--- src/design/svag_pkg.sv ---
package svag_pkg;

  // Widths of the item fields and configuration registers.
  localparam int unsigned IDX_W    = 32;
  localparam int unsigned SIZE_W   = 16;
  localparam int unsigned STRIDE_W = 32;
  localparam int unsigned ADDR_W   = 50;
  localparam int unsigned LIMIT_W  = 33;
  localparam int unsigned CFG_W    = 33;
  localparam int unsigned CFG_IDX_W = 3;

  // Number of dimensions held in the register file, and the default rank.
  localparam int unsigned DIM_COUNT = 3;
  localparam int unsigned DEF_MAX_RANK = 3;

  // One divider cell per quotient bit, then one multiply-accumulate cell.
  localparam int unsigned CELLS_PER_DIM = IDX_W + 1;

  // Configuration register indexes.
  typedef enum logic [CFG_IDX_W-1:0] {
    REG_INNER_SIZE    = 3'd0,
    REG_MIDDLE_SIZE   = 3'd1,
    REG_OUTER_SIZE    = 3'd2,
    REG_INNER_STRIDE  = 3'd3,
    REG_MIDDLE_STRIDE = 3'd4,
    REG_OUTER_STRIDE  = 3'd5,
    REG_BASE_OFFSET   = 3'd6,
    REG_STORAGE_LIMIT = 3'd7
  } reg_index_t;

  // Data handed from cell to cell along the chain.
  typedef struct packed {
    logic [SIZE_W-1:0] rem;
    logic [IDX_W-1:0]  quo;
    logic [ADDR_W-1:0] addr;
  } stage_t;

endpackage

--- src/design/svag_div_cell.sv ---
module svag_div_cell (
  input  logic                              clk,
  input  logic                              rst,
  input  logic [svag_pkg::SIZE_W-1:0]       divisor,
  input  logic                              in_valid,
  output logic                              in_ready,
  input  svag_pkg::stage_t                  in_data,
  output logic                              out_valid,
  input  logic                              out_ready,
  output svag_pkg::stage_t                  out_data
);

  logic [svag_pkg::SIZE_W:0] trial;
  logic [svag_pkg::SIZE_W:0] diff;
  logic                      fits;
  svag_pkg::stage_t          step_next;

  // One restoring division step: bring in the next dividend bit and subtract if it fits.
  always_comb begin
    trial = {in_data.rem, in_data.quo[svag_pkg::IDX_W-1]};
    diff  = trial - {1'b0, divisor};
    fits  = (trial >= {1'b0, divisor});
    step_next.rem  = fits ? diff[svag_pkg::SIZE_W-1:0] : trial[svag_pkg::SIZE_W-1:0];
    step_next.quo  = {in_data.quo[svag_pkg::IDX_W-2:0], fits};
    step_next.addr = in_data.addr;
  end

  assign in_ready = !out_valid || out_ready;

  // The cell holds one item and passes it on whenever its neighbour can take it.
  always_ff @(posedge clk) begin
    if (rst) begin
      out_valid <= 1'b0;
    end else if (in_ready) begin
      out_valid <= in_valid;
    end
  end

  always_ff @(posedge clk) begin
    if (in_ready && in_valid) begin
      out_data <= step_next;
    end
  end

endmodule

--- config.mk ---
export PLATFORM = sky130hd
export DESIGN_NAME = svag_div_cell
export DESIGN_NICKNAME = d
export VERILOG_FILES = /design/src/design/svag_pkg.sv /design/src/design/svag_div_cell.sv
export SDC_FILE = /design/constraint.sdc
export NUM_CORES = 1
export LEC_CHECK = 0
export BUFFER_PORTS_ARGS = -buffer_cell sky130_fd_sc_hd__buf_4
export CAP_MARGIN = 25
export CORE_MARGIN = 2
export CORE_UTILIZATION = 50
export CTS_BUF_LIST = sky130_fd_sc_hd__clkbuf_8
export DETAILED_ROUTE_END_ITERATION = 8
export PLACE_DENSITY_LB_ADDON = 0.08
export SLEW_MARGIN = 20
export SYNTH_ARGS = -nofsm -noshare
export SYNTH_HDL_FRONTEND = slang
export SYNTH_SLANG_ARGS = --single-unit
--- constraint.sdc ---
create_clock -name clk -period 5.65 [get_ports clk]
set_input_delay 0.2825 -clock clk [delete_from_list [all_inputs] [get_ports clk]]
set_output_delay 0.2825 -clock clk [all_outputs]
set_load 0.005 [all_outputs]
==> results.txt <==
outcome -> complete, no violations
Sink Count -> 99
initial antenna violation count -> 0
first-pass GRT wire length -> 14200 µm
Die H -> 95.4 µm
# placed instances -> 574
DRT iter0 DRCs -> 110
Cell Area, Synth -> 4180 µm²
H-tree depth -> 3
synth top area cells -> edfxtp_1 (70%), ha_1 (4.8%), mux2_4 (2.9%), inv_1 (1.8%), o21ai_0 (1.1%)
largest net degree at the start of global routing -> 68
post-layout minimum cycle time -> 2.31 ns
ys flop type -> edfxtp_1
I/O pin count -> 218
area grow syn2layout -> 45.4%
Stages on worst setup path -> 10
CTS tree -> yes
wire per inst -> 17.4 µm
critical-path maximum fanout -> 11
cell area power density -> 265 nW/µm²
max_cap viols -> 0
CTS clk-pin slew, worst paths -> 0.10 ns
slowest stage cell, crit path -> a221o_1
peak supply drop -> 149 µV
Die X -> 95.4 µm
clock buffer count from CTS -> 9
Setup CP Type -> in2reg
Pleak -> 2.72 nW
Slew @ Worst Pin -> 0.821 ns
Rel. slew slack -> 45.3%
ANT nets after route -> 0
Tcrit/Tclk final -> 40.8%
Worst-Skew Late Latency -> 0.36 ns
fin. max-slew vios -> 0
clock buffer depth -> 2
post-route DRC violation count -> 0
fraction of layout cells with a size suffix above 1 -> 51.8%
critical path cell sequence -> buf_4, inv_1, ha_1, a21oi_2, o21ai_1, a221o_1, a21boi_4, and2_4, inv_4, mux2_4
required time worst endpoint -> 5.76 ns
skew final -> 0.0109 ns
top cell type's share of synthesized area -> 70.5%
syn_area_per_cell -> 16.3 µm²
setup ws final -> 3.34 ns
synthesized flop and latch total -> 99
routability cong. -> 0.837
DIE AREA -> 9100 µm²
DRT Wirelength -> 10300 µm
ANT cells -> 0
DP HPWL -> 7990 µm
hold_buf cts -> 0
Hold Crit Depth -> 2
number of synthesized flops with an enable pin -> 98
final hold vios -> 0
IO Port Bufs -> 217
pre-CTS setup slack -> 2.97 ns
FMAX -> 0.434 GHz
FFs w/ async S/R, synth -> 0%
slowest stage delay, CP -> 0.42 ns
vias per std cell -> 5.03
setup bufs post-CTS -> 0
RSZ-0062 raised after global routing -> false
Initial Util -> 51.1%
Non-Filler Instances -> 590
total track usage -> 21.0%
top cells by instance count after synthesis -> edfxtp_1 (98), inv_1 (20), ha_1 (16)
Setup violations, final -> 0
most frequent cell after synthesis -> edfxtp_1
Mapped Nets -> 391
CTS Root Cell -> clkbuf_8
setup tns final -> 0 ns
Vias -> 2969
Final Power -> 1.61 mW
Seq/Total Area, Yosys -> 71.0%
Synth cell types -> 47
DRT Pass-1 Iters -> 5
post-CTS sizing -> 0
Worst R2R Path Depth -> 3
crit path capture type -> flip-flop
Core ar. -> 8180 µm²
row count -> 33
delay-heaviest family, CP -> compound AO/OA/AOI/OAI gates
Min-Delay Path Class -> in2reg
number of synthesis warnings -> 0
Mapped Cells -> 256
vias in the first global route -> 2697
Synth area leader -> edfxtp_1
Layout Nets -> 615
CP bufs+invs -> 3
CP Launch Type -> primary input
GR Overflow Total -> 0
crit path DAT -> 2.41 ns
[per-stage QoR]
step	instance area [µm²]	utilization, %	hold slack (ns)
final	6070	74.2	0.0595
after CTS	6070	74.2	0.0443
after global routing	6070	74.2	0.0508
after global placement	5880	72.0	0.435
after detailed placement	5880	72.0	0.441
after floorplan	4180	-	0.352
[placed cells by master (no fill, tap or decap), types with 2 or more instances in the layout]
cell type	netlist	final
mux2_4	8	8
inv_1	20	20
clkinv_4	0	3
clkbuf_8	0	9
edfxtp_1	98	98
o21ai_0	9	9
a211o_1	3	3
nand2_1	5	5
nand4_1	2	2
nor3_1	3	3
ha_1	16	16
xor2_1	4	4
nand3_1	7	7
buf_4	0	218
a21o_1	5	5
a21boi_0	3	3
a211oi_1	3	3
o21a_1	6	6
nor2_1	12	12
xnor2_1	5	5
and3_1	2	2
o211a_1	2	2
and2_4	2	3
inv_8	0	2
and3b_1	2	2
a21oi_1	4	4
nand2b_1	3	3
o211ai_1	2	2
o31ai_1	5	5
a31oi_1	2	2
[flip-flops by register name, indices dropped and copies added, names as in the netlist]
signal	cells
out_valid	1
out_data	98
[worst paths after layout]
check	start	to	slack, ns
hold / removal	rst	out_valid	0.06
setup / recovery	divisor[8]	out_data[90]	3.34
hold reg to reg	out_valid	out_valid	0.53
setup reg to reg	out_valid	out_data[90]	3.65
[routing by layer]
layer	track usage, %	vias up	share of wire (%)
li1	-	1424	-
met1	24.4	1404	38
met2	38.4	135	54
met3	5.53	6	7.7
met4	5.95	0	0.61
met5	0	-	0
[logic make-up after synthesis]
family / after synthesis / synth area share (%)
xor+xnor: 9 / 1.89
fa+ha+maj: 17 / 5.27
flops: 99 / 71.0
mux: 10 / 3.39
simple gates: 42 / 5.27
compound gates: 53 / 9.80
buf+inv: 26 / 3.42
[where the power goes]
part | internal, mW | switching (mW) | total (mW)
combinational | 0.172 | 0.128 | 0.300
sequential | 0.871 | 0.0136 | 0.885
clock | 0.168 | 0.257 | 0.425
total | 1.21 | 0.399 | 1.61
[area by class of cell]
| cell class | instances | area, µm² |
|---|---|---|
| Clock buffer | 9 | 124 |
| Clock inverter | 7 | 61.3 |
| Fill cell | 572 | 2110 |
| Inverter | 21 | 81.3 |
| Multi-Input combinational cell | 131 | 1070 |
| Sequential cell | 99 | 2960 |
| Tap cell | 105 | 131 |
| Timing Repair Buffer | 218 | 1640 |
Power figures use the tool's default switching activity.
